==> config.mk <==
export PLATFORM = sky130hd
export DESIGN_NAME = pidc_cfg_regs
export DESIGN_NICKNAME = d
export VERILOG_FILES = /design/src/pidc_pkg.sv /design/src/pidc_cfg_regs.sv
export SDC_FILE = /design/constraint.sdc
export NUM_CORES = 1
export LEC_CHECK = 0
export BUFFER_PORTS_ARGS = -buffer_cell sky130_fd_sc_hd__buf_2
export CAP_MARGIN = 10
export CORE_MARGIN = 8
export CORE_UTILIZATION = 55
export CTS_CLUSTER_SIZE = 40
export DETAILED_ROUTE_END_ITERATION = 10
export PLACE_DENSITY = 0.84
export SLEW_MARGIN = 25
export SYNTH_ARGS = -nofsm -noshare
export SYNTH_HDL_FRONTEND = slang
export SYNTH_SLANG_ARGS = --single-unit
==> constraint.sdc <==
create_clock -name clk -period 1.4 [get_ports clk]
set_input_delay 0.21 -clock clk [delete_from_list [all_inputs] [get_ports clk]]
set_output_delay 0.21 -clock clk [all_outputs]
set_load 0.05 [all_outputs]
==> src/pidc_pkg.sv <==
// Shared types, register codes and reset values for the clamped PID controller.
package pidc_pkg;

    // Field widths fixed by the sample, gain and limit formats.
    localparam int SAMPLE_W   = 16;
    localparam int ERR_W      = 17;
    localparam int DIFF_W     = 18;
    localparam int GAIN_W     = 16;
    localparam int LIMIT_W    = 15;
    localparam int MODE_W     = 3;
    localparam int INTEG_W    = 32;
    localparam int PROD_W     = 34;
    localparam int PROD_D_W   = 35;
    localparam int PD_W       = 36;
    localparam int CFG_IDX_W  = 3;
    localparam int CFG_DATA_W = 16;

    // Gain products carry eight fraction bits.
    localparam int GAIN_FRAC = 8;

    // Bit positions inside mode_flags.
    localparam int MODE_ERR_CLAMP  = 0;
    localparam int MODE_INT_CLAMP  = 1;
    localparam int MODE_SEPARATION = 2;

    // Configuration register indexes.
    typedef enum logic [CFG_IDX_W-1:0] {
        REG_MODE_FLAGS      = 3'd0,
        REG_ERROR_LIMIT     = 3'd1,
        REG_SEPARATION_BAND = 3'd2,
        REG_INTEGRAL_LIMIT  = 3'd3,
        REG_GAIN_P          = 3'd4,
        REG_GAIN_I          = 3'd5,
        REG_GAIN_D          = 3'd6,
        REG_OUTPUT_LIMIT    = 3'd7
    } reg_index_t;

    // Reset values of the configuration registers.
    localparam logic [MODE_W-1:0]  RST_MODE_FLAGS      = 3'd2;
    localparam logic [LIMIT_W-1:0] RST_ERROR_LIMIT     = 15'd500;
    localparam logic [LIMIT_W-1:0] RST_SEPARATION_BAND = 15'd0;
    localparam logic [LIMIT_W-1:0] RST_INTEGRAL_LIMIT  = 15'd200;
    localparam logic [GAIN_W-1:0]  RST_GAIN_P          = 16'd128;
    localparam logic [GAIN_W-1:0]  RST_GAIN_I          = 16'd640;
    localparam logic [GAIN_W-1:0]  RST_GAIN_D          = 16'd461;
    localparam logic [LIMIT_W-1:0] RST_OUTPUT_LIMIT    = 15'd5000;

    // Full set of configuration registers.
    typedef struct packed {
        logic [MODE_W-1:0]  mode_flags;
        logic [LIMIT_W-1:0] error_limit;
        logic [LIMIT_W-1:0] separation_band;
        logic [LIMIT_W-1:0] integral_limit;
        logic [GAIN_W-1:0]  gain_p;
        logic [GAIN_W-1:0]  gain_i;
        logic [GAIN_W-1:0]  gain_d;
        logic [LIMIT_W-1:0] output_limit;
    } cfg_t;

    // Registered gain products of one sample, passed to the accumulate stage.
    typedef struct packed {
        logic signed [PROD_W-1:0]   prod_p;
        logic signed [PROD_W-1:0]   prod_i;
        logic signed [PROD_D_W-1:0] prod_d;
        logic                       integrate;
    } prod_t;

endpackage

==> src/pidc_cfg_regs.sv <==
// Configuration register file of the clamped PID controller.
module pidc_cfg_regs (
    input  logic                             clk,
    input  logic                             rst_n,
    input  logic                             cfg_we,
    input  logic [pidc_pkg::CFG_IDX_W-1:0]   cfg_index,
    input  logic [pidc_pkg::CFG_DATA_W-1:0]  cfg_data,
    output pidc_pkg::cfg_t                   cfg
);

    pidc_pkg::cfg_t cfg_reg;
    pidc_pkg::cfg_t cfg_next;

    // Decode a write into the addressed register, masking unused data bits.
    always_comb
    begin
        cfg_next = cfg_reg;
        if (cfg_we)
        begin
            unique case (pidc_pkg::reg_index_t'(cfg_index))
                pidc_pkg::REG_MODE_FLAGS:
                    cfg_next.mode_flags = cfg_data[pidc_pkg::MODE_W-1:0];
                pidc_pkg::REG_ERROR_LIMIT:
                    cfg_next.error_limit = cfg_data[pidc_pkg::LIMIT_W-1:0];
                pidc_pkg::REG_SEPARATION_BAND:
                    cfg_next.separation_band = cfg_data[pidc_pkg::LIMIT_W-1:0];
                pidc_pkg::REG_INTEGRAL_LIMIT:
                    cfg_next.integral_limit = cfg_data[pidc_pkg::LIMIT_W-1:0];
                pidc_pkg::REG_GAIN_P:
                    cfg_next.gain_p = cfg_data[pidc_pkg::GAIN_W-1:0];
                pidc_pkg::REG_GAIN_I:
                    cfg_next.gain_i = cfg_data[pidc_pkg::GAIN_W-1:0];
                pidc_pkg::REG_GAIN_D:
                    cfg_next.gain_d = cfg_data[pidc_pkg::GAIN_W-1:0];
                pidc_pkg::REG_OUTPUT_LIMIT:
                    cfg_next.output_limit = cfg_data[pidc_pkg::LIMIT_W-1:0];
            endcase
        end
    end

    // Register storage with reset defaults.
    always_ff @(posedge clk or negedge rst_n)
    begin
        if (!rst_n)
        begin
            cfg_reg.mode_flags      <= pidc_pkg::RST_MODE_FLAGS;
            cfg_reg.error_limit     <= pidc_pkg::RST_ERROR_LIMIT;
            cfg_reg.separation_band <= pidc_pkg::RST_SEPARATION_BAND;
            cfg_reg.integral_limit  <= pidc_pkg::RST_INTEGRAL_LIMIT;
            cfg_reg.gain_p          <= pidc_pkg::RST_GAIN_P;
            cfg_reg.gain_i          <= pidc_pkg::RST_GAIN_I;
            cfg_reg.gain_d          <= pidc_pkg::RST_GAIN_D;
            cfg_reg.output_limit    <= pidc_pkg::RST_OUTPUT_LIMIT;
        end
        else
        begin
            cfg_reg <= cfg_next;
        end
    end

    assign cfg = cfg_reg;

endmodule

# == Yosys cells after proc, flatten, opt, wreduce, memory -nomap -nowiden ==
# Cells that the tools add are included.
# W data, S select, Z words.
# totals
ff_bits,111
inputBits,22
output_inout_bits,111
word_cells,24
# op_classes
n_eq_ne,7
n_reduce_logical,9
# op_table
operator,n
$reduce_and A2 Y1,8
$eq A3 B3 Y1 const B,4
$eq A3 B2 Y1 const B,2
$eq A3 B1 Y1 const B,1
$logic_not A3 Y1,1

# == Logic depth before layout (Yosys ltp) ==
# depth
ltp_word,2
mapped_depth,5

# == Worst setup path after synthesis ==
# Ideal clock, no wire load.
# synth_path
kind,input to register
from,input cfg_index[0] in the netlist's numbering
to,"register cfg_reg, in the netlist cfg[82]"
setup_time_ns,0.125
arrival_ns,1.193
required_time_ns,1.275
setup_slack_ns,0.082
stages,5
path_buffers,3
path_cell_list,buf_4 and4bb_1 buf_6 buf_6 mux2_4
# synth_between
elab_chain_len,2
# synth_rtl
item,line,text
start: declaration,pidc_cfg_regs.sv:6,"input logic [pidc_pkg::CFG_IDX_W-1:0] cfg_index,"
$eq A3 B2 Y1,pidc_cfg_regs.sv:20,unique case (pidc_pkg::reg_index_t'(cfg_index))
$reduce_and A2 Y1 (no source line),--,
end signal: assignment,pidc_cfg_regs.sv:57,cfg_reg <= cfg_next;
end: declaration,pidc_cfg_regs.sv:11,pidc_pkg::cfg_t cfg_reg;
# No other way between the ends.
# A chain may end at the register's enable or synchronous reset.

# == Final worst setup path ==
# layout_path
from,"register cfg_reg, in the netlist cfg[97]"
to,output cfg[97] in the netlist's numbering
# layout_lines
item,line,text
end: declaration,pidc_cfg_regs.sv:8,output pidc_pkg::cfg_t cfg
# No word-level cell between the ends.

==> flow_summary.json <==
{
  "synth_xor_area_share_pct": 0,
  "crit_family": "flip-flops",
  "final_area_sq_um": 5525,
  "gp_congestion": 0.7439,
  "ys_seq_elements": 111,
  "grt_antenna_before_repair": 0,
  "initialDrtViolationCount": 59,
  "grt_pass1_wl_microns": 16220,
  "crit_path_end_kind": "output port",
  "largest_reg_flops": 111,
  "place_inst": 476,
  "swShare_pct": 43.33,
  "leakage_nw": 2.669,
  "critPathMaxFanout": 2,
  "initial_core_util_pct": 57.10,
  "power_frac_comb_pct": 41.2,
  "row_count": 32,
  "power_switching_mw": 4.715,
  "area_growth_pct": 24.57,
  "post_dp_cell_area_sq_um": 5250,
  "vias": 2568,
  "viasPerCell": 5.209,
  "final-setup-viol-count": 0,
  "grt_use_total_pct": 18.21,
  "clock_latency_ps": 350,
  "required_ps": 1190,
  "synthSimpleGateAreaFrac_pct": 3.075,
  "power.sequential.fraction_pct": 40.5,
  "synth_fa_ha_area_share_pct": 0,
  "tightest_slew_ps": 405.4,
  "synth.area.mux_share_pct": 30.72,
  "reg2reg_slack_ps": 610,
  "synth_top_area_share_pct": 49.08,
  "slew_viol_final": 0,
  "grt_pass1_vias": 2931,
  "n_fill_cell": 554,
  "yosysUniqueCellTypes": 12,
  "hold_violations": 0,
  "grt-busiest-layer": "met2",
  "r2r-start": "cfg[84]$_DFFE_PN0P_",
  "dieArea_sq_um": 11190,
  "ant_nets": 0,
  "avgSynthCellArea_sq_um": 18.18,
  "synth_cells": 244,
  "fmax_mhz": 736.3,
  "fin_util_pct": 71.13,
  "powerDensity_nw_per_um2": 1969,
  "path_buf_inv": 1,
  "finClkSkew_ps": 0,
  "dieWidth_microns": 105.8,
  "hp-start": "cfg_data[15]",
  "final.period_utilization_pct": 97.01,
  "synthTopCellsByArea": "dfrtp_1 49%, mux2_2 21%, dfstp_2 14%",
  "place_hpwl_microns": 7387,
  "crit_slowest_cell": "dfstp_2",
  "syn-num-nets": 266,
  "drv_cap": 0,
  "netlist_area_sq_um": 4436,
  "finalNonFillerCells": 493,
  "yosysTopAreaCell": "dfrtp_1",
  "crit_path_start_kind": "flop",
  "core_region_area_sq_um": 7767,
  "die_y_microns": 105.8,
  "mostFrequentLayoutCells": "111 x buf_2, 87 x dfrtp_1, 81 x mux2_2, 30 x mux2_4, 24 x dfstp_2",
  "fin_nets": 408,
  "r2r-end": "cfg[84]$_DFFE_PN0P_",
  "cts_tree": "done",
  "grt_max_degree": 49,
  "min_path_cells": 2,
  "slew_headroom_pct": 72.93,
  "route.detailed.drc": 0,
  "power.internal_mw": 6.165,
  "ir_drop_mv": 1.252,
  "cts_buffers": 9,
  "h-tree-depth": 3,
  "root_buffer": "clkbuf_8",
  "min_to": "cfg[46]$_DFFE_PN0P_",
  "p_total_mw": 10.88,
  "max_stage_delay_ps": 540,
  "diodes": 0,
  "clk_path_buf_depth": 2,
  "min_period_ps": 1358,
  "cts.sinks": 111,
  "status": "completed",
  "final_common_cell": "buf_2",
  "tns_ps": 0,
  "cts_setup_buffers": 0,
  "wl_microns": 10070,
  "grt-ovfl-total": 0,
  "ys.warnings.count": 0,
  "clockPowerShare_pct": 18.3,
  "dr.pass1.iters": 4,
  "cp.arrival_ps": 1150,
  "pin_count": 133,
  "r2r.worst_path.cells": 1,
  "synth-compound-area-share_pct": 0,
  "drive_gt1_share_pct": 76.73,
  "use_met1_pct": 22.17,
  "clk_pin_slew_worst_paths_ps": 100,
  "io_buffers": 132,
  "gr-usage-met2_pct": 29.45,
  "drt-wirelength-per-cell_microns": 20.43,
  "synth_top_family_by_area": "multiplexers",
  "hold_class": "in2reg",
  "use_met3_pct": 7.247,
  "crit_chain": "buf_2",
  "ys_seq_area_share_pct": 63.30,
  "setup.worst_path.class": "reg2out"
}
final cells by class:
type | instances | area, sq um | share of cell area (%)
well taps | 102 | 127.6 | 2.310
flip-flops and latches | 111 | 2808 | 50.82
clock buffers | 10 | 137.6 | 2.491
multi-input cells | 119 | 1499 | 27.13
repair buffers | 145 | 875.8 | 15.85
clock inverters | 6 | 77.57 | 1.404
synth_stat cells:
master    instances
mux2_4           30
nand4_2           1
mux2_2           81
nor4b_2           1
buf_8             1
dfrtp_1          87
buf_4             2
nand4b_4          3
dfstp_2          24
buf_2             4
buf_6             7
and4bb_1          3
worst max path at each step:
| stage | startpoint | to | slack [ps] | depth (start not counted) |
|---|---|---|---|---|
| 2_1_floorplan | cfg_index[0] | cfg[82]$_DFFE_PN0P_ | 80 | 5 |
| 3_3_place_gp | cfg_index[2] | cfg[25]$_DFFE_PN0P_ | 10 | 4 |
| 3_5_place_dp | cfg_index[2] | cfg[30]$_DFFE_PN0P_ | -30 | 4 |
| 4_1_cts | cfg[69]$_DFFE_PN1P_ | cfg[69] | 0.1 | 1 |
| 5_1_grt | cfg[38]$_DFFE_PN1P_ | cfg[38] | -7 | 1 |
| 6_report | cfg[97]$_DFFE_PN1P_ | cfg[97] | 40 | 1 |
what timing repair did:
item                                   CTS  global route
hold buffers                             1             0
setup endpoints to repair                1            19
gates resized for setup                  1            19
endpoints found under the hold margin   14             0
layer usage:
layer  routed length, microns  up-vias  part of all wire (%)
met5                        0        -                     0
met1                     4430     1314                    44
met3                      850        5                   8.4
met2                     4733       93                    47
met4                       57        0                  0.57
li1                         -     1156                     -
power groups by stage:
stage | Combinational (mW) | Clock (mW) | Sequential [mW]
finish | 4.49 | 1.99 | 4.41
global route | 4.66 | 2.17 | 4.49
CTS | 4.49 | 2.05 | 4.40
detailed placement | 4.48 | 0 | 4.46
global placement | 4.42 | 0 | 4.41
floorplan | 0.818 | 0 | 6.97
cells by family (layout without fill, tap and decap cells):
logic type             after synthesis  after routing
buffers and inverters               14            161
flip-flops                         111            111
multiplexers                       111            111
AND/OR/NAND/NOR                      8              8
stage by stage:
step / worst slack (ps) / hold WS, ps
after detailed placement: -29.16 / 148.7
after floorplan: 81.78 / -85.59
after global placement: 11.50 / 145.6
after global routing: -6.516 / 105.9
after CTS: 0.1115 / 99.39
final: 41.79 / 131.4
(Power assumes the default switching activity.)
