<file path="src/pidc_pkg.sv">
// Shared types, register codes and reset values for the clamped PID controller.
package pidc_pkg;

    // Field widths fixed by the sample, gain and limit formats.
    localparam int SAMPLE_W   = 16;
    localparam int ERR_W      = 17;
    localparam int DIFF_W     = 18;
    localparam int GAIN_W     = 16;
    localparam int LIMIT_W    = 15;
    localparam int MODE_W     = 3;
    localparam int INTEG_W    = 32;
    localparam int PROD_W     = 34;
    localparam int PROD_D_W   = 35;
    localparam int PD_W       = 36;
    localparam int CFG_IDX_W  = 3;
    localparam int CFG_DATA_W = 16;

    // Gain products carry eight fraction bits.
    localparam int GAIN_FRAC = 8;

    // Bit positions inside mode_flags.
    localparam int MODE_ERR_CLAMP  = 0;
    localparam int MODE_INT_CLAMP  = 1;
    localparam int MODE_SEPARATION = 2;

    // Configuration register indexes.
    typedef enum logic [CFG_IDX_W-1:0] {
        REG_MODE_FLAGS      = 3'd0,
        REG_ERROR_LIMIT     = 3'd1,
        REG_SEPARATION_BAND = 3'd2,
        REG_INTEGRAL_LIMIT  = 3'd3,
        REG_GAIN_P          = 3'd4,
        REG_GAIN_I          = 3'd5,
        REG_GAIN_D          = 3'd6,
        REG_OUTPUT_LIMIT    = 3'd7
    } reg_index_t;

    // Reset values of the configuration registers.
    localparam logic [MODE_W-1:0]  RST_MODE_FLAGS      = 3'd2;
    localparam logic [LIMIT_W-1:0] RST_ERROR_LIMIT     = 15'd500;
    localparam logic [LIMIT_W-1:0] RST_SEPARATION_BAND = 15'd0;
    localparam logic [LIMIT_W-1:0] RST_INTEGRAL_LIMIT  = 15'd200;
    localparam logic [GAIN_W-1:0]  RST_GAIN_P          = 16'd128;
    localparam logic [GAIN_W-1:0]  RST_GAIN_I          = 16'd640;
    localparam logic [GAIN_W-1:0]  RST_GAIN_D          = 16'd461;
    localparam logic [LIMIT_W-1:0] RST_OUTPUT_LIMIT    = 15'd5000;

    // Full set of configuration registers.
    typedef struct packed {
        logic [MODE_W-1:0]  mode_flags;
        logic [LIMIT_W-1:0] error_limit;
        logic [LIMIT_W-1:0] separation_band;
        logic [LIMIT_W-1:0] integral_limit;
        logic [GAIN_W-1:0]  gain_p;
        logic [GAIN_W-1:0]  gain_i;
        logic [GAIN_W-1:0]  gain_d;
        logic [LIMIT_W-1:0] output_limit;
    } cfg_t;

    // Registered gain products of one sample, passed to the accumulate stage.
    typedef struct packed {
        logic signed [PROD_W-1:0]   prod_p;
        logic signed [PROD_W-1:0]   prod_i;
        logic signed [PROD_D_W-1:0] prod_d;
        logic                       integrate;
    } prod_t;

endpackage

</file>
<file path="src/pidc_out_stage.sv">
// Output sum, output clamp and integer extraction of the PID controller.
module pidc_out_stage #(
    parameter int FRAC_BITS = 8
) (
    input  logic                                 clk,
    input  logic                                 load,
    input  logic signed [pidc_pkg::PD_W + ((FRAC_BITS >= pidc_pkg::GAIN_FRAC) ?
                          (FRAC_BITS - pidc_pkg::GAIN_FRAC) : 0)-1:0] pd_term,
    input  logic signed [pidc_pkg::INTEG_W-1:0]  integral,
    input  pidc_pkg::cfg_t                       cfg,
    output logic signed [pidc_pkg::SAMPLE_W-1:0] drive
);

    localparam int SH_UP   = (FRAC_BITS >= pidc_pkg::GAIN_FRAC) ?
                             (FRAC_BITS - pidc_pkg::GAIN_FRAC) : 0;
    localparam int PD_SC_W = pidc_pkg::PD_W + SH_UP;
    localparam int SUM_W   = PD_SC_W + 1;

    logic signed [SUM_W-1:0]              sum;
    logic signed [SUM_W-1:0]              out_lim;
    logic signed [pidc_pkg::SAMPLE_W-1:0] drive_reg;
    logic signed [pidc_pkg::SAMPLE_W-1:0] drive_next;

    // Sum the terms, clamp symmetrically and keep the floor of the integer part.
    always_comb
    begin
        sum     = SUM_W'(pd_term) + SUM_W'(integral);
        out_lim = $signed(SUM_W'(cfg.output_limit) << FRAC_BITS);
        if (sum >= out_lim)
        begin
            sum = out_lim;
        end
        if (sum <= -out_lim)
        begin
            sum = -out_lim;
        end
        drive_next = pidc_pkg::SAMPLE_W'(sum >>> FRAC_BITS);
    end

    // Result register.
    always_ff @(posedge clk)
    begin
        if (load)
        begin
            drive_reg <= drive_next;
        end
    end

    assign drive = drive_reg;

endmodule

</file>
<file path="config.mk">
export PLATFORM = sky130hd
export DESIGN_NAME = pidc_out_stage
export DESIGN_NICKNAME = d
export VERILOG_FILES = /design/src/pidc_pkg.sv /design/src/pidc_out_stage.sv
export SDC_FILE = /design/constraint.sdc
export NUM_CORES = 1
export LEC_CHECK = 0
export ABC_AREA = 1
export BUFFER_PORTS_ARGS = -buffer_cell sky130_fd_sc_hd__buf_2
export CAP_MARGIN = 20
export CELL_PAD_IN_SITES_DETAIL_PLACEMENT = 2
export CELL_PAD_IN_SITES_GLOBAL_PLACEMENT = 2
export CORE_ASPECT_RATIO = 0.9
export CORE_UTILIZATION = 25
export DETAILED_ROUTE_END_ITERATION = 16
export GPL_ROUTABILITY_DRIVEN = 1
export PLACE_DENSITY = 0.79
export SETUP_SLACK_MARGIN = 0.2
export SYNTH_ARGS = -nofsm -noshare
export SYNTH_HDL_FRONTEND = slang
export SYNTH_SLANG_ARGS = --single-unit
</file>
<file path="constraint.sdc">
create_clock -name clk -period 6.03 [get_ports clk]
set_input_delay 0.3015 -clock clk [delete_from_list [all_inputs] [get_ports clk]]
set_output_delay 0.3015 -clock clk [all_outputs]
set_load 0.03 [all_outputs]
</file>
# After elaboration in Yosys (flattened, before gate mapping)

Index checks and enable logic that the tools add are counted.

$add $sub $neg: 2
Order comparisons: 2
Multiplexer cells: 2

Operator list:

| kind           | number |
|---|---|
| $add 36x32->37 | 1 |
| $ge 37x24->1   | 1 |
| $le 37x37->1   | 1 |
| $mux 37        | 1 |
| $neg 23->37    | 1 |
| $mux 24        | 1 |

Register bits after elaboration: 16
Input port bits: 181
Output and inout bits: 16
Logic and storage cells: 7

# Longest topological paths before layout

Gate-level depths: netlist of run 1.

Word-level depth: 5
Depth in mapped cells: 49
Depth with buffers taken out: 47

# Worst setup path after synthesis of run 1

OpenSTA, ideal clock, no wires.

Path kind: in2reg
Start: input pd_term[0] in the netlist's numbering
End: register drive_reg (netlist bit drive[10]), data pin
Library setup time: 0.253 ns
Arrival: 4.868 ns
Required time: 5.777 ns
Setup slack: 0.909 ns
Stages: 43
Path buffers: 2
Cell sequence: ha_1 inv_1 fa_1 inv_1 nand3_1 nand3_1 nand2_1 nand2_2 nand2_1 nand2_1 xor2_1 ha_1 a21oi_1 o21ai_0 a31oi_1 nand2_1 nand2_1 nand3_1 [... 7 more ...] o21ai_0 nand2_1 nand2_1 nand2_1 nand2_1 nand2_1 nand2_1 nand2_1 nand2_1 nand2_1 nand2_1 nand2_1 nand3b_1 o21ai_0 clkinv_1 buf_2 nand3_1 nand2_1

Longest elaborated chain between the ends: 5

RTL lines:

| element                | RTL line             | source |
|---|---|---|
| start: declaration     | pidc_out_stage.sv:8  | `(FRAC_BITS - pidc_pkg::GAIN_FRAC) : 0)-1:0] pd_term,` |
| $add 36x32->37 *       | pidc_out_stage.sv:27 | `sum = SUM_W'(pd_term) + SUM_W'(integral);` |
| $ge 37x24->1           | pidc_out_stage.sv:29 | `if (sum >= out_lim)` |
| $mux 37 *              | pidc_out_stage.sv:29 |  |
| $le 37x37->1           | pidc_out_stage.sv:33 | `if (sum <= -out_lim)` |
| $mux 24 *              | pidc_out_stage.sv:33 |  |
| via sum[18]            | pidc_out_stage.sv:19 | `logic signed [SUM_W-1:0] sum;` |
| end signal: assignment | pidc_out_stage.sv:45 | `drive_reg <= drive_next;` |
| end: declaration       | pidc_out_stage.sv:21 | `logic signed [pidc_pkg::SAMPLE_W-1:0] drive_reg;` |

Mark *: on every way through the listed nets, which the timed path passes. The rest lies on a longest branch.
A chain may end at the register's enable or synchronous reset.

# Worst setup path after layout of run 1

Start: input pd_term[3] in the netlist's numbering
End: register drive_reg (netlist bit drive[0]), data pin

The elaborated chain is that of the path after synthesis.

==> reports/metrics.cfg, run 1 <==
[synth]
synth-simple-area-share=0.471
synthAdderAreaFrac=0.192
yosys-mux-area-fraction=0
synthesis.area_um2=5380
syn_avg_cell_area_um2=5.63
post_synth_main_area_contributors=nand2_1 (23%), ha_1 (19%), inv_1 (11%), edfxtp_1 (8.9%), nor2_1 (6.4%)
synth_top_area_share=0.233
async_flop_share=0
synthXorXnorAreaFrac=0.0424
netlist_instances=955
synth.largest_area_cell=nand2_1
synth_top_flop_cell=edfxtp_1
ys_warn_count=0
synthTopCellsByCount=nand2_1 (334), inv_1 (151), nor2_1 (91), ha_1 (81), nand3_1 (65)
yosys.cell_count.top_type=nand2_1
synth-seq-area-share=0.0894
yosys.cell_types.count=43
synth_fp_nets=1218
synth_top_family_by_area=simple AND/OR/NAND/NOR gates
ys_ff_latch=16
synth_edf_count=16
synth_compound_area_frac=0.0817

[worst_setup_path]
critPathMostFrequentCell=nand2_1
max_stage_delay_ns=0.33
worst-path-buf-inv=4
critPathArrivalTime_ns=5.37
critical-path-top-delay-family=simple AND/OR/NAND/NOR gates
cp.required_ns=6.02
crit_type=in2reg
endpoint_kind=register
cp_max_fo=16
start_kind=primary input
slowest_stage=ha_2

[pwr]
switching_share=0.514
switching_power_mw=0.558
leakage_nw=3.74
vdd_drop_max_mv=0.134
p_total_mw=1.09
p_comb_frac=0.742
p_per_area_nw_per_um2=161
p_seq_frac=0.143
clockPowerShare=0.115
p_int_mw=0.528

[run]
maxCapViolCount=0

[timing]
hold_viol=0
min_period_ns=5.38
clock.fmax_mhz=186
finalSetupViolCount=0
tightest_slew_ns=0.471
drv_slew=0
relSlewSlack=0.684
period_share=0.892
rsz0062_at_grt=no

[place]
gp_congestion=0.866
portBuffers=100
dpl.hpwl_mm=18.8

[global_routing]
grt_max_degree=19
grt_pass1_wl_mm=33.6
overflow=0
grt_pass1_vias=6856
track_usage=0.188
antenna_found_initial=0

[clock_network]
cts-root-buf=clkbuf_16
clk_pin_slew_ns=0.04
cts_htree_levels=1
cts_buffers=3
cts_tree=done
cts_sinks=16
clock_path_buffers=2
cts_hold_buffers=0

[die]
start_util=0.257
core_region_area_um2=21000
die-area_um2=22100
fp.dieW_um=157
io_pins=197
die_y_um=141
rows=50

[cells_and_area]
post-route-util=0.321
nets=1342
antenna_cells=0
regArea_um2=480
fillerInstances=2675
largest_register_ffs=16
areaGrowthSynthToFinish_pct=25.1
layout-drive-gt1-share=0.214
multiInputGateArea_um2=4490

[detailed_routing]
drt_wl_total_mm=21.4
drc=0
via_per_inst=4.72
wl_per_cell_um=15.7
vias=6440
detail-route-antenna-nets=0
drtIter0Drc=125
dr.pass1.iters=4

[outcome]
status=finished, final reports clean

[min_path]
min_path_type=in2reg

## path summary, 6_finish.rpt
kind	start	to	slack (ns)	cells after the start
worst max-delay path	pd_term[3]	drive[0]$_DFFE_PP_	0.65	46
worst min-delay path	cfg[0]	drive[0]$_DFFE_PP_	0.48	3
## kinds of logic (layout without fill, tap and decap cells)
| kind of cell | after synthesis | count (layout) |
|---|---|---|
| xor+xnor | 26 | 26 |
| compound gates | 81 | 81 |
| buf+inv | 168 | 290 |
| fa+ha+maj | 82 | 82 |
| simple gates | 582 | 582 |
| flops | 16 | 16 |
## power groups by stage
| stage | Combinational, mW | Sequential (mW) | Clock (mW) |
|---|---|---|---|
| floorplan | 0.455 | 0.198 | 0 |
| global placement | 0.704 | 0.155 | 0 |
| detailed placement | 0.743 | 0.158 | 0 |
| CTS | 0.751 | 0.156 | 0.129 |
| global route | 0.904 | 0.157 | 0.131 |
| finish | 0.806 | 0.155 | 0.125 |
## cell usage in the layout, fill, tap and decap left out, drive strengths merged, types with 3 or more instances in the layout
master,netlist,layout
nor3,19,19
ha,81,81
nor2,101,101
nand3b,7,7
buf,7,128
xor2,21,21
o21ai,21,21
o21bai,3,3
nand4,9,9
xnor2,5,5
a31oi,4,4
nand3,68,68
inv,156,157
nand2,367,367
edfxtp,16,16
and2,5,5
a21oi,46,46
clkbuf,2,3
## routing by layer
| metal | global-route usage | up-vias | wire, um |
|---|---|---|---|
| met3 | 0.00338 | 17 | 247 |
| met5 | 0 | - | 0 |
| met4 | 0.0346 | 0 | 256 |
| met1 | 0.253 | 3075 | 10500 |
| li1 | - | 3263 | - |
| met2 | 0.337 | 85 | 10400 |
## cell type report
type / instances / area share
well taps: 286 / 0.0532
clock buffers: 3 / 0.0112
flip-flops and latches: 16 / 0.0715
repair buffers: 128 / 0.108
inverters: 159 / 0.0888
multi-input cells: 771 / 0.668
## metrics by stage
stage | TNS, ns | setup slack [ns] | hold WS (ns) | std cells | instance area, um2
2_1_floorplan | 0 | 0.909 | 0.414 | 955 | 5380
3_3_place_gp | 0 | 0.160 | 0.699 | 1350 | 6300
3_5_place_dp | -0.451 | -0.0602 | 0.730 | 1350 | 6300
4_1_cts | 0 | 0.237 | 0.476 | 1353 | 6410
5_1_grt | 0 | 0.127 | 0.500 | 1363 | 6720
6_report | 0 | 0.652 | 0.480 | 1363 | 6720
## timing repair
| action | CTS | global route |
|---|---|---|
| endpoints found under the setup margin | 4 | 16 |
| resized for setup | 4 | 54 |
| buffers inserted | 0 | 10 |
| pin swaps | 0 | 12 |
Power figures use the tool's default switching activity.
==> inputs of run 2 (changes only) <==
- CAP_MARGIN: 20 -> default
- CORE_UTILIZATION: 25 -> 27
- PLACE_DENSITY: 0.79 -> 0.85
- SKIP_CTS_REPAIR_TIMING: default -> 1
- clock period: 6.03 -> 7 ns (I/O delays scaled with it)
==> run 2 against run 1 <==
Against the previous run:
- sequential cell count did not move
- count of clock-buffer cells in the layout stayed put
- global-route usage increased by 1.3 points
- non-clock buffer count down 27
- final cell count fell by 4.5%
- clock power shrank 10%
==> reports/metrics.cfg, run 2 (synthesized netlist as in run 1, its figures left out) <==
[pwr]
vdd_drop_max_mv=0.0613  ; was 0.134 mV
p_total_mw=0.854  ; was 1.09 mW
leakage_nw=3.60  ; was 3.74 nW
p_per_area_nw_per_um2=138  ; was 161 nW/um2

[detailed_routing]
met2_length_mm=9.43  ; was 10.4 mm
detail-route-antenna-nets=0  ; unchanged
topRoutingLayerUsed=met4  ; unchanged
drc=0  ; unchanged
met1Wirelength_mm=9.81  ; was 10.5 mm
wl_per_cell_um=15.3  ; was 15.7 um
drt_wl_total_mm=19.9  ; was 21.4 mm
dr.pass1.iters=4  ; unchanged
wl_met3_um=362  ; was 247 um
vias=6359  ; was 6,440
via_per_inst=4.89  ; was 4.72
drtIter0Drc=200  ; was 125

[outcome]
status=finished, final reports clean  ; unchanged

[global_routing]
grt_max_degree=19  ; unchanged
grt_pass1_vias=6794  ; was 6,856
antenna_found_initial=0  ; unchanged
overflow=0  ; unchanged
track_usage=0.202  ; was 0.188
grt_pass1_wl_mm=32.9  ; was 33.6 mm

[cells_and_area]
layout-drive-gt1-share=0.150  ; was 0.214
final_cell_mix=nand2_1 (334), inv_1 (151), buf_2 (100)  ; was nand2_1 (324), inv_1 (150), buf_2 (100)
areaGrowthSynthToFinish_pct=15.5  ; was 25.1%
largest_register_ffs=16  ; unchanged
fin_cells=1301  ; was 1,363
design_area_um2=6210  ; was 6720 um2
final_common_cell=nand2_1  ; unchanged
antenna_cells=0  ; unchanged
post-route-util=0.321  ; about the same
nets=1315  ; was 1,342

[die]
io_pins=197  ; unchanged
die_y_um=136  ; was 141 um
rows=48  ; was 50
start_util=0.278  ; was 0.257
die-area_um2=20500  ; was 22,100 um2
core_region_area_um2=19300  ; was 21,000 um2
fp.dieW_um=151  ; was 157 um

[worst_setup_path]
cp.required_ns=7.00  ; was 6.02 ns
endpoint_kind=register  ; unchanged
cp_max_fo=17  ; was 16
crit_type=in2reg  ; unchanged
critPathArrivalTime_ns=6.19  ; was 5.37 ns
start_kind=primary input  ; unchanged
slowest_stage=fa_1  ; was ha_2
critPathMostFrequentCell=nand2_1  ; unchanged
max_stage_delay_ns=0.41  ; was 0.33 ns

[place]
dpl-instance-area_um2=6130  ; was 6300 um2
dpl.hpwl_mm=18.2  ; was 18.8 mm
dp_cells=1297  ; was 1,350
portBuffers=100  ; unchanged
gp_congestion=0.925  ; was 0.866

[run]
maxCapViolCount=0  ; unchanged

[clock_network]
cts_buffers=3  ; unchanged
cts_tree=done  ; unchanged
cts-root-buf=clkbuf_16  ; unchanged
clk_pin_slew_ns=0.05  ; was 0.04 ns
cts_htree_levels=1  ; unchanged
clock_path_buffers=2  ; unchanged
cts_sinks=16  ; unchanged

[timing]
drv_slew=0  ; unchanged
relSlewSlack=0.600  ; was 0.684
clock.fmax_mhz=162
min_period_ns=6.19
finalSetupViolCount=0  ; unchanged
hold_viol=0  ; unchanged
tightest_slew_ns=0.592  ; was 0.471 ns
setup-tns-final_ns=0  ; unchanged
rsz0062_at_grt=no  ; unchanged
period_share=0.884

[min_path]
min_path_type=in2reg  ; unchanged

==> run 2: cell types whose count changed in the layout (fill, tap and decap cells not counted), sizes merged <==
| cell | delta |
|---|---|
| buf | -27 |
| clkinv | +1 |
==> run 2: path summary, 6_finish.rpt <==
check                   to  slack [ns]        from  depth (start not counted)
max    drive[10]$_DFFE_PP_        0.81  pd_term[0]                         39
min     drive[0]$_DFFE_PP_        0.49      cfg[0]                          3
==> run 2: final cells by class <==
| type | instances | area (um2) |
|---|---|---|
| clock buffer | 3 | 75.1 |
| clock inverter | 1 | 3.75 |
| fill | 2551 | 13100 |
| inverter | 159 | 597 |
| multi-input combinational | 771 | 4230 |
| sequential | 16 | 480 |
| tap | 250 | 313 |
| timing repair buffer | 101 | 508 |
==> run 2: worst max-delay path: cells and delay by family <==
family          cells  cell delay, ns
simple gates       20            2.11
fa+ha+maj           4            1.25
xor+xnor            1            0.40
buf+inv             6            0.80
compound gates      8            1.27
==> run 2: routing by layer <==
layer	vias up	track usage
li1	3213	-
met1	3039	0.265
met2	88	0.364
met3	19	0.00738
met4	0	0.0383
met5	-	0
==> run 2: per-stage QoR <==
step / hold slack [ns] / worst slack [ns]
after CTS: 0.483 / 0.468
after global routing: 0.507 / 0.262
after global placement: 0.737 / 0.494
final: 0.486 / 0.809
after detailed placement: 0.743 / 0.226
after floorplan: 0.462 / 1.83
==> run 2: report_power, final <==
group          leakage (nW)  switching [mW]  internal (mW)
logic                  3.41           0.411          0.200
registers             0.156         0.00321          0.129
clock network        0.0385          0.0361         0.0758
total                  3.60           0.450          0.405
