### config.mk
export PLATFORM = sky130hd
export DESIGN_NAME = pidc_integ_stage
export DESIGN_NICKNAME = d
export VERILOG_FILES = /design/src/pidc_pkg.sv /design/src/pidc_integ_stage.sv
export SDC_FILE = /design/constraint.sdc
export NUM_CORES = 1
export LEC_CHECK = 0
export BUFFER_PORTS_ARGS = -buffer_cell sky130_fd_sc_hd__buf_4
export CAP_MARGIN = 20
export CORE_AREA = 2 2 126 128
export CTS_BUF_LIST = sky130_fd_sc_hd__clkbuf_8 sky130_fd_sc_hd__clkbuf_16
export CTS_CLUSTER_SIZE = 14
export DETAILED_ROUTE_END_ITERATION = 16
export DIE_AREA = 0 0 128 130
export PLACE_DENSITY = 0.87
export SLEW_MARGIN = 20
export SYNTH_ARGS = -nofsm -noshare
export SYNTH_HDL_FRONTEND = slang
export SYNTH_SLANG_ARGS = --single-unit
### constraint.sdc
create_clock -name clk -period 13.56 [get_ports clk]
set_input_delay 2.034 -clock clk [delete_from_list [all_inputs] [get_ports clk]]
set_output_delay 2.034 -clock clk [all_outputs]
set_load 0.05 [all_outputs]
### src/pidc_pkg.sv
// Shared types, register codes and reset values for the clamped PID controller.
package pidc_pkg;

    // Field widths fixed by the sample, gain and limit formats.
    localparam int SAMPLE_W   = 16;
    localparam int ERR_W      = 17;
    localparam int DIFF_W     = 18;
    localparam int GAIN_W     = 16;
    localparam int LIMIT_W    = 15;
    localparam int MODE_W     = 3;
    localparam int INTEG_W    = 32;
    localparam int PROD_W     = 34;
    localparam int PROD_D_W   = 35;
    localparam int PD_W       = 36;
    localparam int CFG_IDX_W  = 3;
    localparam int CFG_DATA_W = 16;

    // Gain products carry eight fraction bits.
    localparam int GAIN_FRAC = 8;

    // Bit positions inside mode_flags.
    localparam int MODE_ERR_CLAMP  = 0;
    localparam int MODE_INT_CLAMP  = 1;
    localparam int MODE_SEPARATION = 2;

    // Configuration register indexes.
    typedef enum logic [CFG_IDX_W-1:0] {
        REG_MODE_FLAGS      = 3'd0,
        REG_ERROR_LIMIT     = 3'd1,
        REG_SEPARATION_BAND = 3'd2,
        REG_INTEGRAL_LIMIT  = 3'd3,
        REG_GAIN_P          = 3'd4,
        REG_GAIN_I          = 3'd5,
        REG_GAIN_D          = 3'd6,
        REG_OUTPUT_LIMIT    = 3'd7
    } reg_index_t;

    // Reset values of the configuration registers.
    localparam logic [MODE_W-1:0]  RST_MODE_FLAGS      = 3'd2;
    localparam logic [LIMIT_W-1:0] RST_ERROR_LIMIT     = 15'd500;
    localparam logic [LIMIT_W-1:0] RST_SEPARATION_BAND = 15'd0;
    localparam logic [LIMIT_W-1:0] RST_INTEGRAL_LIMIT  = 15'd200;
    localparam logic [GAIN_W-1:0]  RST_GAIN_P          = 16'd128;
    localparam logic [GAIN_W-1:0]  RST_GAIN_I          = 16'd640;
    localparam logic [GAIN_W-1:0]  RST_GAIN_D          = 16'd461;
    localparam logic [LIMIT_W-1:0] RST_OUTPUT_LIMIT    = 15'd5000;

    // Full set of configuration registers.
    typedef struct packed {
        logic [MODE_W-1:0]  mode_flags;
        logic [LIMIT_W-1:0] error_limit;
        logic [LIMIT_W-1:0] separation_band;
        logic [LIMIT_W-1:0] integral_limit;
        logic [GAIN_W-1:0]  gain_p;
        logic [GAIN_W-1:0]  gain_i;
        logic [GAIN_W-1:0]  gain_d;
        logic [LIMIT_W-1:0] output_limit;
    } cfg_t;

    // Registered gain products of one sample, passed to the accumulate stage.
    typedef struct packed {
        logic signed [PROD_W-1:0]   prod_p;
        logic signed [PROD_W-1:0]   prod_i;
        logic signed [PROD_D_W-1:0] prod_d;
        logic                       integrate;
    } prod_t;

endpackage

### src/pidc_integ_stage.sv
// Integral accumulator with saturation and clamp, and the scaled P plus D term.
module pidc_integ_stage #(
    parameter int FRAC_BITS = 8
) (
    input  logic                                 clk,
    input  logic                                 rst_n,
    input  logic                                 load,
    input  pidc_pkg::prod_t                      prod,
    input  pidc_pkg::cfg_t                       cfg,
    output logic signed [pidc_pkg::PD_W + ((FRAC_BITS >= pidc_pkg::GAIN_FRAC) ?
                          (FRAC_BITS - pidc_pkg::GAIN_FRAC) : 0)-1:0] pd_term,
    output logic signed [pidc_pkg::INTEG_W-1:0]  integral
);

    localparam int SH_UP   = (FRAC_BITS >= pidc_pkg::GAIN_FRAC) ?
                             (FRAC_BITS - pidc_pkg::GAIN_FRAC) : 0;
    localparam int SH_DN   = (FRAC_BITS < pidc_pkg::GAIN_FRAC) ?
                             (pidc_pkg::GAIN_FRAC - FRAC_BITS) : 0;
    localparam int PD_SC_W = pidc_pkg::PD_W + SH_UP;
    localparam int I_SC_W  = pidc_pkg::PROD_W + SH_UP;
    localparam int ACC_W   = I_SC_W + 1;

    localparam logic signed [pidc_pkg::INTEG_W-1:0] INT_MAX = 32'sh7FFF_FFFF;
    localparam logic signed [pidc_pkg::INTEG_W-1:0] INT_MIN = 32'sh8000_0000;

    logic signed [pidc_pkg::PD_W-1:0]    pd_sum;
    logic signed [PD_SC_W-1:0]           pd_sc;
    logic signed [I_SC_W-1:0]            i_sc;
    logic signed [ACC_W-1:0]             acc;
    logic signed [pidc_pkg::INTEG_W-1:0] acc_sat;
    logic signed [pidc_pkg::INTEG_W-1:0] int_lim;
    logic signed [PD_SC_W-1:0]           pd_reg;
    logic signed [PD_SC_W-1:0]           pd_next;
    logic signed [pidc_pkg::INTEG_W-1:0] integral_reg;
    logic signed [pidc_pkg::INTEG_W-1:0] integral_next;

    // Move the Q.8 products to the integral's fraction width (floor on right shift).
    always_comb
    begin
        pd_sum = pidc_pkg::PD_W'(prod.prod_p) + pidc_pkg::PD_W'(prod.prod_d);
        pd_sc  = (PD_SC_W'(pd_sum) <<< SH_UP) >>> SH_DN;
        i_sc   = (I_SC_W'(prod.prod_i) <<< SH_UP) >>> SH_DN;
    end

    // Accumulate or hold, saturate to 32 bits, then apply the optional integral clamp.
    always_comb
    begin
        acc = ACC_W'(i_sc) + ACC_W'(integral_reg);
        if (acc > ACC_W'(INT_MAX))
        begin
            acc_sat = INT_MAX;
        end
        else if (acc < ACC_W'(INT_MIN))
        begin
            acc_sat = INT_MIN;
        end
        else
        begin
            acc_sat = acc[pidc_pkg::INTEG_W-1:0];
        end

        integral_next = prod.integrate ? acc_sat : integral_reg;
        int_lim = $signed({1'b0, (31'(cfg.integral_limit) << FRAC_BITS)});
        if (cfg.mode_flags[pidc_pkg::MODE_INT_CLAMP])
        begin
            if (integral_next >= int_lim)
            begin
                integral_next = int_lim;
            end
            if (integral_next <= -int_lim)
            begin
                integral_next = -int_lim;
            end
        end
        pd_next = pd_sc;
    end

    // The P plus D term travels with the sample; it needs no reset.
    always_ff @(posedge clk)
    begin
        if (load)
        begin
            pd_reg <= pd_next;
        end
    end

    // Integral state.
    always_ff @(posedge clk or negedge rst_n)
    begin
        if (!rst_n)
        begin
            integral_reg <= '0;
        end
        else if (load)
        begin
            integral_reg <= integral_next;
        end
    end

    assign pd_term  = pd_reg;
    assign integral = integral_reg;

endmodule

Yosys cells after proc, flatten, opt, wreduce, memory -nomap -nowiden
Index checks and enable logic that the tools add are counted.

operators by class
  mux-type cells = 7
  order comparisons = 4
  add/subtract/negate cells = 3

operator list
  operator                number
  $mux W32                7
  $add A34 B35 Y36        1
  $add A34 B32 Y35        1
  $gt A35 B32 Y1 const B  1
  $lt A35 B32 Y1 const B  1
  $ge A32 B24 Y1          1
  $le A32 B32 Y1          1
  $neg A23 Y32            1

word-level totals
  output and inout bits = 68
  input port bits = 218
  word-level logic and storage cells = 16
  bits in registers = 68

Longest topological paths before layout
Gate-level depths: netlist of run 1.

  depth in word-level cells = 11
  mapped depth = 44
  depth with buffers taken out = 40

Worst setup path after synthesis of run 1
No wires, ideal clock.

  path type = input port to flip-flop
  start = in prod[43] (netlist bit)
  end = reg integral_reg, in the netlist integral[23]
  arrival time = 9749 ps
  path buffers = 5
  required time = 13393 ps
  library setup time = 167 ps
  cell stages on the path = 41
  slack = 3644 ps
  cells stage by stage = ha_1 -> a211oi_1 -> or2_2 -> nand2_1 -> o2111a_1 -> a211o_1 -> o221ai_2 -> and3_1 -> a21o_2 -> clkbuf_1 -> clkbuf_1 -> a21oi_1 -> a21oi_1 -> ha_1 -> a21o_1 -> a21o_1 -> a21oi_1 -> o21ai_0 -> [... 5 more ...] -> inv_1 -> ha_1 -> a21o_1 -> a21o_1 -> a21o_1 -> a21o_1 -> a21o_1 -> a21o_1 -> a21oi_1 -> nor3_1 -> nor3_1 -> xnor2_1 -> a31o_2 -> a21oi_4 -> or2_1 -> buf_4 -> buf_6 -> o221ai_1

on the way
  cells in the longest elaborated chain, start to end = 11
  elaborated cells between the ends (all ways) = 12
  classes of those cells = add/sub (1); order compare (4); mux (7)

ends and longest elaborated chain
  what                  line                    RTL
  from (decl)           pidc_integ_stage.sv:8   input pidc_pkg::prod_t prod,
  $add A34 B32 Y35 *    pidc_integ_stage.sv:48  acc = ACC_W'(i_sc) + ACC_W'(integral_reg);
  $lt A35 B32 Y1        pidc_integ_stage.sv:53  else if (acc < ACC_W'(INT_MIN))
  $mux W32              pidc_integ_stage.sv:53
  $mux W32 *            pidc_integ_stage.sv:49  if (acc > ACC_W'(INT_MAX))
  $mux W32 *            pidc_integ_stage.sv:62  integral_next = prod.integrate ? acc_sat : integral_reg;
  $ge A32 B24 Y1        pidc_integ_stage.sv:66  if (integral_next >= int_lim)
  $mux W32              pidc_integ_stage.sv:66
  $mux W32              pidc_integ_stage.sv:64  if (cfg.mode_flags[pidc_pkg::MODE_INT_CLAMP])
  $le A32 B32 Y1        pidc_integ_stage.sv:70  if (integral_next <= -int_lim)
  $mux W32              pidc_integ_stage.sv:70
  $mux W32 *            pidc_integ_stage.sv:64
  to (signal assigned)  pidc_integ_stage.sv:96  integral_reg <= integral_next;
  to (decl)             pidc_integ_stage.sv:34  logic signed [pidc_pkg::INTEG_W-1:0] integral_reg;

Every way passes the cells marked *; elsewhere a longest branch is shown, timed or not. The select of a mux whose other input is x is not followed.
A chain may end at the register's enable or synchronous reset.

Final worst setup path of run 1
  start = in prod[48] (netlist bit)
  end = reg integral_reg, in the netlist integral[27]

Same word-level chain as after synthesis.

==> impl_results.md, run 1 <==
- Status: complete, no violations
- Worst Skew: 0.00766 ns
- Routed Antenna Nets: 0
- Sequential fraction of the synthesis area: 22.9%
- Leak: 4.68 nW
- Worst Setup Path Type: primary input to flip-flop
- Slowest stage delay, CP: 0.65 ns
- I/O pins: 286
- Count of cell types in the netlist: 87
- Vias in the first global route: 7,858
- Mean Syn Cell Area: 8.29 um2
- Final HPWL DP: 19,300 um
- Port Buffer Count: 190
- Number of CTS-inserted buffers: 9
- Setup TNS: 0 ns
- Die Width: 128 um
- Critical path's most frequent cell: o21ai_0
- Avg Vias per Cell: 6.26
- EDFF count, synth: 36
- Worst skew pair latency: 0.33 ns
- Worst reg2reg path depth: 36
- Relative slew margins: 36.6%
- Initial DRC count: 691
- Worst-path fanout max: 18
- Util after Layout: 65.5%
- Layout net count: 1,498
- Synthesis-to-finish area growth: 22.8%
- Die Area: 0.0166 mm2
- Worst-margin pin slew: 0.948 ns
- Power Dens Cells: 223 mW/mm2
- CTS H-tree depth: 3
- Initial antenna violation count: 0
- Global-route wire length before repair: 37,900 um
- Cell family with most CP delay: compound AO/OA/AOI/OAI gates
- Post-CTS Repair Setup Buffers: 0
- Hold buffers post-CTS: 0
- Core ar.: 0.0154 mm2
- Synth Register Bits: 68
- Final setup violation count: 0
- Commonest non-fill, non-tap cells in the layout: buf_4 (191), ha_1 (109), nor2_1 (100)
- Worst R2R Start: integral[12]
- Antenna diodes: 0
- Final WL: 23,900 um
- Clk buf depth: 2
- Initial Utilization: 53.3%
- WP data required: 13.72 ns
- Hold Violations, Final: 0
- Layout cells sized above 1: 20.5%
- VDD IR max: 103 uV
- Tcrit/Tclk final: 85.8%
- Gr ovfl total: 0
- Std-Cell Rows: 46
- Critical path depth: 37
- Most common cell after layout, fill and taps aside: buf_4
- CP startpoint kind: primary input
- Post-cts resize count: 0
- Final Wtd Congestion: 0.961
- CTS tree: built
- Drt pass-1 iters: 5
- Min cycle time layout: 11.63 ns
- Max Fclk: 0.0860 GHz
- GRT Overall Usage: 28.2%
- Hold Crit Start: integral[28]
- Clock root buffer: clkbuf_16
- Synthesized cell area: 0.00823 mm2
- Worst Path Buf+Inv: 2
- FF-to-FF End: integral[27]
- Worst R2R Setup Slack: 3.25 ns
- Unrepaired setup endpoints after global routing: false
- CP arrival: 11.80 ns
- Synth Instances: 992
- Top FF cell, synth: edfxtp_1
- Max reg flops: 36
- Die height: 130 um
- Hold Path Depth: 2
- Wire per inst: 17.5 um
- Synth warn: 0
- Async S/R FF share, synth: 47.1%
- # clock sinks: 68
- Crit end category: flip-flop
- Fin. max-slew vios: 0
- Crit-path slowest cell: or2_1
- Final Power: 0.00225 W
- Hold crit path type: flip-flop to flip-flop
- Synthesized Nets: 1,321
- Drt drc: 0
- Clock transition at path regs: 0.05 ns
- # Max-Cap Violations: 0
- Min-Delay Endpoint: integral[28]
- Via count: 8,549
- Largest net degree at the start of global routing: 54
per-layer routing:
metal / vias up / wire length [um] / global-route usage (%)
li1: 4094 / - / -
met1: 3975 / 9730 / 35.8
met2: 421 / 11300 / 47.7
met3: 59 / 2230 / 5.95
met4: 0 / 648 / 10.3
met5: - / 0 / 0
cell usage after synthesis, types with 3 or more instances:
master / number / area, um2
nand2_1: 75 / 282
o22a_1: 3 / 26.3
o32ai_1: 4 / 35.0
dfrtp_1: 32 / 801
a2111oi_0: 3 / 26.3
o221a_2: 5 / 56.3
nor4_1: 12 / 75.1
or2_2: 3 / 18.8
edfxtp_1: 36 / 1080
ha_1: 109 / 1360
a31oi_1: 11 / 68.8
mux2i_1: 12 / 120
a211oi_1: 11 / 82.6
o21bai_1: 7 / 52.6
nor3_1: 18 / 90.1
nand2b_1: 8 / 50.1
clkbuf_1: 19 / 71.3
o211ai_1: 7 / 52.6
a21oi_1: 90 / 450
a221o_1: 3 / 30.0
o221ai_1: 17 / 149
nand4_1: 16 / 100
inv_1: 64 / 240
nor2_1: 100 / 375
o21a_1: 18 / 135
and2_1: 5 / 31.3
o21ai_0: 58 / 290
and3_1: 9 / 56.3
xor2_1: 18 / 158
o211a_1: 3 / 30.0
o2111ai_1: 4 / 35.0
o221ai_2: 3 / 45.0
xnor2_1: 46 / 403
nor2b_1: 18 / 113
a21o_1: 31 / 233
o31ai_1: 6 / 45.0
a22oi_1: 10 / 75.1
a211o_1: 4 / 35.0
a221oi_1: 7 / 61.3
or3_1: 7 / 43.8
nand3_1: 19 / 95.1
metrics by stage:
step                      hold WS (ns)  cells  setup slack, ns  instance area (um2)
final                            0.586   1366             1.93                10100
after global routing             0.615   1366             1.25                10100
after CTS                        0.605   1366             2.08                10100
after detailed placement         0.594   1350             1.77                 9780
after global placement           0.580   1350             2.00                 9780
after floorplan                  0.818    992             3.64                 8230
power breakdown:
group | switching [W] | total, W | internal (W) | leakage, nW
Clock | 0.0000908 | 0.000249 | 0.000159 | 0.159
Combinational | 0.00102 | 0.00163 | 0.000602 | 3.79
Sequential | 0.0000904 | 0.000379 | 0.000289 | 0.734
how the worst max path moves through the flow:
stage / start / to / slack (ns)
final: prod[48] / integral[27] / 1.93
after global routing: prod[43] / integral[30] / 1.25
after CTS: prod[43] / integral[30] / 2.08
after detailed placement: prod[43] / integral[30] / 1.77
after global placement: prod[54] / integral[26] / 2.00
after floorplan: prod[43] / integral[23] / 3.64
kinds of logic (layout without fill, tap and decap cells):
kind of cell	Yosys count	in the layout	share of synthesized area [%]
adders and majority gates	111	111	17.1
DFF	68	68	22.9
muxes	16	16	2.10
buffers and inverters	89	271	4.35
xor gates and xnor gates	64	64	6.81
AOI/OAI and AO/OA	340	340	29.1
and+or+nand+nor	304	304	17.6
final cells by class:
cell class / instances / area [um2]
inverters: 64 / 240
clock buffers: 11 / 264
repair buffers: 191 / 1430
flip-flops and latches: 68 / 1880
clock inverters: 5 / 56.3
multi-input cells: 835 / 5990
fillers: 1308 / 5320
well taps: 192 / 240
worst reg2reg max path, delay by kind of cell (launching register included):
kind                       cells  cell delay (ns)
muxes                          1             0.40
and+or+nand+nor               12             3.79
AOI/OAI and AO/OA             18             4.31
buffers and inverters          1             0.08
DFF                            1             0.46
adders and majority gates      3             0.96
xor gates and xnor gates       1             0.13
(Power assumes the default switching activity.)
==> run 2, diff against run 1 <==
==> constraint.sdc (replaced) <==
create_clock -name clk -period 13.56 [get_ports clk]
set_input_delay 1.356 -clock clk [delete_from_list [all_inputs] [get_ports clk]]
set_output_delay 1.356 -clock clk [all_outputs]
set_load 0.05 [all_outputs]
==> run 2 against run 1 <==
Global-route usage up 0.26 points. Highest routed layer unchanged. Largest cell class unchanged. Non-clock buffer count unchanged. Clock skew up 0.00077 ns. Via count down 0.64%. Critical path depth unchanged. Sequential share of layout area about the same. Utilization about the same. Fmax up 5.8%. First-iteration DRC count down 16%. Worst setup slack better by 0.64 ns. Worst hold slack better by 0.0051 ns. Sequential power about the same.
==> impl_results.md, run 2 (synthesis gave the netlist of run 1 again) <==
- Final HPWL DP: 19,400 um (+0.72%)
- CP arrival: 11.15 ns (-0.65 ns)
- Layout net count: 1,498 (unchanged)
- Critical path's most frequent cell: o21ai_0
- Vias in the first global route: 7,974 (+1.5%)
- Avg Vias per Cell: 6.22 (-0.64%)
- GRT Overall Usage: 28.4% (+0.26 points)
- Number of CTS-inserted buffers: 9 (unchanged)
- Unrepaired setup endpoints after global routing: false
- Post-CTS Repair Setup Buffers: 0 (unchanged)
- Drt drc: 0 (unchanged)
- Antenna diodes: 0 (unchanged)
- Min cycle time layout: 10.99 ns (-0.641 ns)
- Fin. max-slew vios: 0 (unchanged)
- Post-cts resize count: 0 (unchanged)
- Synthesis-to-finish area growth: 22.9% (about the same)
- Initial Utilization: 53.3% (unchanged)
- Util after Layout: 65.5% (about the same)
- Most common cell after layout, fill and taps aside: buf_4
- Port Buffer Count: 190 (unchanged)
- Wire per inst: 17.6 um (+0.60%)
- Routed Antenna Nets: 0 (unchanged)
- Largest net degree at the start of global routing: 54 (unchanged)
- I/O pins: 286 (unchanged)
- Final setup violation count: 0 (unchanged)
- Crit end category: flip-flop
- Global-route wire length before repair: 38,300 um (+1.0%)
- Final Wtd Congestion: 0.960 (about the same)
- Relative slew margins: 37.3% (+0.76 points)
- Worst-path fanout max: 18 (unchanged)
- Setup TNS: 0 ns (unchanged)
- CTS H-tree depth: 3 (unchanged)
- Final WL: 24,000 um (+0.60%)
- Clock transition at path regs: 0.06 ns (about the same)
- Clock root buffer: clkbuf_16
- Die Area: 0.0166 mm2 (unchanged)
- # clock sinks: 68 (unchanged)
- CTS tree: built
- Slowest stage delay, CP: 0.66 ns (about the same)
- Worst Setup Path Type: primary input to flip-flop
- Hold buffers post-CTS: 0 (unchanged)
- Via count: 8,494 (-0.64%)
- VDD IR max: 96.2 uV (-6.9%)
- Worst skew pair latency: 0.34 ns (about the same)
- Commonest non-fill, non-tap cells in the layout: buf_4 (191), ha_1 (109), nor2_1 (100)
- Die Width: 128 um (unchanged)
- Leak: 4.68 nW (about the same)
- Final std cells w/o fill: 1,366 (unchanged)
- Hold Violations, Final: 0 (unchanged)
- Max reg flops: 36 (unchanged)
- Clk buf depth: 2 (unchanged)
- Drt pass-1 iters: 5 (unchanged)
- WP data required: 13.72 ns (about the same)
- Crit-path slowest cell: or2_1
- Hold WS: 0.591 ns (+0.00507 ns)
- Core ar.: 0.0154 mm2 (unchanged)
- Placed insts: 1,350 (unchanged)
- Max Fclk: 0.0910 GHz (+5.8%)
- Worst-margin pin slew: 0.936 ns (-0.0114 ns)
- Worst Skew: 0.00843 ns (+0.000768 ns)
- Tcrit/Tclk final: 81.1% (-4.7 points)
- Status: complete, no violations
- Initial antenna violation count: 0 (unchanged)
- # Max-Cap Violations: 0 (unchanged)
- Layout cells sized above 1: 20.5% (unchanged)
- Initial DRC count: 579 (-16%)
- Power Dens Cells: 224 mW/mm2 (+0.20%)
- Std-Cell Rows: 46 (unchanged)
- Hold crit path type: flip-flop to flip-flop
- CP startpoint kind: primary input
- Gr ovfl total: 0 (unchanged)
- Die height: 130 um (unchanged)
-- run 2: worst paths after layout --
path / cells after the start / slack, ns / endpoint / start
min in group asynchronous: 1 / 0.96 / integral[4] / rst_n
max in group asynchronous: 1 / 12.28 / integral[26] / rst_n
worst max register to register: 36 / 3.21 / integral[25] / integral[12]
worst min register to register: 2 / 0.59 / integral[28] / integral[28]
worst min-delay path: 2 / 0.59 / integral[28] / integral[28]
worst max-delay path: 37 / 2.57 / integral[25] / prod[48]
-- run 2: routing by layer --
| layer | GRT usage (%) | wire length [um] | vias to the layer above |
|---|---|---|---|
| li1 | - | - | 4105 |
| met1 | 35.7 | 9930 | 3944 |
| met2 | 48.2 | 11300 | 393 |
| met3 | 6.27 | 2080 | 52 |
| met4 | 10.7 | 721 | 0 |
| met5 | 0 | 0 | - |
-- run 2: area by class of cell --
type,count,area [um2]
clock inverter,4,25.0
sequential,68,1880
inverter,64,240
tap,192,240
multi-input combinational,835,5990
clock buffer,12,300
fill,1342,5320
timing repair buffer,191,1430
-- run 2: through the flow --
step                      worst slack (ns)  cell area, um2  total power [W]
final                                 2.57           10100          0.00226
after global placement                2.67            9780          0.00194
after global routing                  1.80           10100          0.00242
after floorplan                       4.32            8230          0.00156
after CTS                             2.77           10100          0.00224
after detailed placement              2.52            9780          0.00197
-- run 2: power breakdown --
part / switching [W] / internal [W]
combinational: 0.00103 / 0.000602
clock: 0.0000927 / 0.000157
sequential: 0.0000917 / 0.000289
total: 0.00121 / 0.00105
-- run 2: worst max-delay path, delay by kind of cell --
kind                       cells  cell delay [ns]
and+or+nand+nor               12             3.80
muxes                          1             0.39
xor gates and xnor gates       1             0.13
buffers and inverters          2             0.19
AOI/OAI and AO/OA             18             4.35
adders and majority gates      3             0.93
==> run 3, diff against run 2 <==
--- a/config.mk
+++ b/config.mk
@@ -7,12 +7,12 @@
 export LEC_CHECK = 0
 export BUFFER_PORTS_ARGS = -buffer_cell sky130_fd_sc_hd__buf_4
 export CAP_MARGIN = 20
-export CORE_AREA = 2 2 126 128
+export CORE_AREA = 2 2 136 138
 export CTS_BUF_LIST = sky130_fd_sc_hd__clkbuf_8 sky130_fd_sc_hd__clkbuf_16
 export CTS_CLUSTER_SIZE = 14
 export DETAILED_ROUTE_END_ITERATION = 16
-export DIE_AREA = 0 0 128 130
-export PLACE_DENSITY = 0.87
+export DIE_AREA = 0 0 138 140
+export PLACE_DENSITY = 0.8
 export SLEW_MARGIN = 20
 export SYNTH_ARGS = -nofsm -noshare
 export SYNTH_HDL_FRONTEND = slang
==> constraint.sdc (replaced) <==
create_clock -name clk -period 9.6 [get_ports clk]
set_input_delay 0.96 -clock clk [delete_from_list [all_inputs] [get_ports clk]]
set_output_delay 0.96 -clock clk [all_outputs]
set_load 0.05 [all_outputs]
==> run 3 against run 2 <==
Worst setup slack worse by 1.9 ns. Count of clock-buffer cells in the layout down 3. Clock power up 27%. Global-route usage down 4.3 points. Sequential power up 40%. Non-clock buffer count up 38. Clock skew down 0.0054 ns. Die area up 16%. Largest power group unchanged. Highest routed layer unchanged.
==> impl_results.md, run 3 (synthesis gave the netlist of run 1 again) <==
- Status: complete, no violations
- Worst-path fanout max: 13 (-5)
- Initial DRC count: 636 (+9.8%)
- Antenna diodes: 0 (unchanged)
- Global-route wire length before repair: 39,000 um (+1.9%)
- Final Wtd Congestion: 0.961 (about the same)
- WP data required: 9.84 ns (-3.88 ns)
- Register area: 0.00188 mm2 (unchanged)
- Synthesis-to-finish area growth: 27.1%
- CTS tree: built
- Final HPWL DP: 19,900 um (+2.6%)
- Layout net count: 1,536 (+2.5%)
- Die height: 140 um (+7.7%)
- Critical path's most frequent cell: buf_4
- Net Switching: 0.00173 W (+42%)
- Sw frac: 52.3% (-1.3 points)
- Commonest non-fill, non-tap cells in the layout: buf_4 (227), ha_1 (109), nor2_1 (100)
- Slowest stage delay, CP: 0.44 ns (-0.22 ns)
- Post-CTS Repair Setup Buffers: 0 (unchanged)
- Die Width: 138 um (+7.8%)
- CP arrival: 9.19 ns (-1.96 ns)
- Die Area: 0.0193 mm2 (+16%)
- Leak: 4.87 nW (+4.0%)
- Power Dens Cells: 316 mW/mm2 (+41%)
- Sequential share of power: 16.2% (-0.6 points)
- FILL cells: 1,615 (+20%)
- Clock root buffer: clkbuf_16
- Gr ovfl total: 0 (unchanged)
- Drt drc: 0 (unchanged)
- Clk pwr share: 9.7% (-1.3 points)
- Worst R2R Setup Slack: 0.92 ns (-2.29 ns)
- Avg Vias per Cell: 5.91 (-4.9%)
- Setup TNS: 0 ns (unchanged)
- Clock transition at path regs: 0.05 ns (about the same)
- Tcrit/Tclk final: 93.2%
- Port Buffer Count: 190 (unchanged)
- Final setup violation count: 0 (unchanged)
- Final Power: 0.00330 W (+46%)
- Vias in the first global route: 8,124 (+1.9%)
- Worst Skew: 0.00299 ns (-0.00544 ns)
- Hold Violations, Final: 0 (unchanged)
- Clk buf depth: 2 (unchanged)
- Most common cell after layout, fill and taps aside: buf_4
- Hold WS: 0.552 ns (-0.0384 ns)
- Worst Setup Path Type: primary input to flip-flop
- Layout cells sized above 1: 23.3% (+2.7 points)
- Routed Antenna Nets: 0 (unchanged)
- Crit-path slowest cell: a2111oi_1
- Int Pwr: 0.00157 W (+50%)
- # Max-Cap Violations: 0 (unchanged)
- Final WL: 23,900 um (-0.78%)
- Min cycle time layout: 8.95 ns
- GRT Overall Usage: 24.2% (-4.3 points)
- Fin. max-slew vios: 0 (unchanged)
- Max reg flops: 36 (unchanged)
- Unrepaired setup endpoints after global routing: false
- CP startpoint kind: primary input
- Hold crit path type: primary input to asynchronous set/reset pin
- Worst skew pair latency: 0.33 ns (about the same)
- Combinational share of power: 74.2% (+2.1 points)
- Crit end category: flip-flop
- Core ar.: 0.0178 mm2 (+15%)
- Worst-margin pin slew: 0.779 ns (-0.158 ns)
- Area post-placement: 0.0101 mm2 (+3.7%)
- # clock sinks: 68 (unchanged)
- Initial antenna violation count: 0 (unchanged)
- Initial Utilization: 46.3% (-7.1 points)
- Max Fclk: 0.112 GHz
- Via count: 8,519 (+0.29%)
- Drt pass-1 iters: 5 (unchanged)
- Largest net degree at the start of global routing: 53 (-1.9%)
- Footprint of the multi-input gates: 0.00601 mm2 (+0.46%)
- Post-layout instance area: 0.0105 mm2 (+3.4%)
- Relative slew margins: 47.7% (+10 points)
- Pre-CTS setup slack: 0.294 ns (-2.22 ns)
- Number of CTS-inserted buffers: 9 (unchanged)
- VDD IR max: 191 uV (+98%)
- CTS H-tree depth: 3 (unchanged)
- Final Worst Setup Slack: 0.649 ns (-1.92 ns)
- Std-Cell Rows: 49 (+6.5%)
- I/O pins: 286 (unchanged)
- Wire per inst: 16.6 um (-5.9%)
[run 3: cell types whose count changed in the layout (fill, tap and decap cells not counted), moves of 2 or more]
cell / previous run / this run
a2111oi_0: 3 / 0
buf_12: 0 / 2
clkbuf_16: 12 / 9
buf_4: 191 / 227
a2111oi_1: 0 / 3
[run 3: path summary, 6_finish.rpt]
| path | depth (start not counted) | from | end |
|---|---|---|---|
| setup / recovery | 42 | prod[52] | integral[30] |
| hold / removal | 1 | rst_n | integral[2] |
| setup reg to reg | 41 | integral[16] | integral[30] |
| hold reg to reg | 2 | integral[28] | integral[28] |
| max in group asynchronous | 1 | rst_n | integral[27] |
| min in group clk | 2 | integral[28] | integral[28] |
[run 3: critical path: cells and delay by family]
kind | cells | cell delay, ns
AOI/OAI and AO/OA | 16 | 3.39
and+or+nand+nor | 13 | 2.11
adders and majority gates | 3 | 1.01
buffers and inverters | 7 | 0.96
xor gates and xnor gates | 2 | 0.48
muxes | 1 | 0.26
[run 3: per-stage QoR]
| step | instances | utilization (%) |
|---|---|---|
| after global placement | 1425 | 57.0 |
| after global routing | 1441 | 58.8 |
| after CTS | 1441 | 58.7 |
| final | 1441 | 58.8 |
| after floorplan | 992 | - |
| after detailed placement | 1425 | 57.1 |
[run 3: repair_timing]
item	in CTS	in global routing
endpoints found under the hold margin	0	0
hold buffers	0	0
endpoints found under the setup margin	0	31
resized for setup	0	7
[run 3: layout make-up]
cell class	count	area share [%]
Multi-Input combinational cell	835	57.5
Sequential cell	68	18.0
Timing Repair Buffer	229	16.7
Tap cell	229	2.74
Inverter	64	2.30
Clock buffer	9	2.15
Clock inverter	7	0.587
[run 3: routing by layer]
metal  GRT usage, %  wire (um)  vias up  share of wire [%]
met1           30.3      10100     3984                 42
met5              0          0        -                  0
met4           8.32        612        0                2.6
met3           5.50       1950       35                8.2
li1               -          -     4177                  -
met2           41.1      11200      323                 47
[run 3: power by group through the flow]
stage	clock [W]	sequential, W	combinational [W]
final	0.000318	0.000533	0.00245
after global routing	0.000337	0.000545	0.00267
after CTS	0.000324	0.000530	0.00241
after detailed placement	0	0.000535	0.00239
after global placement	0	0.000532	0.00235
after floorplan	0	0.000811	0.00139
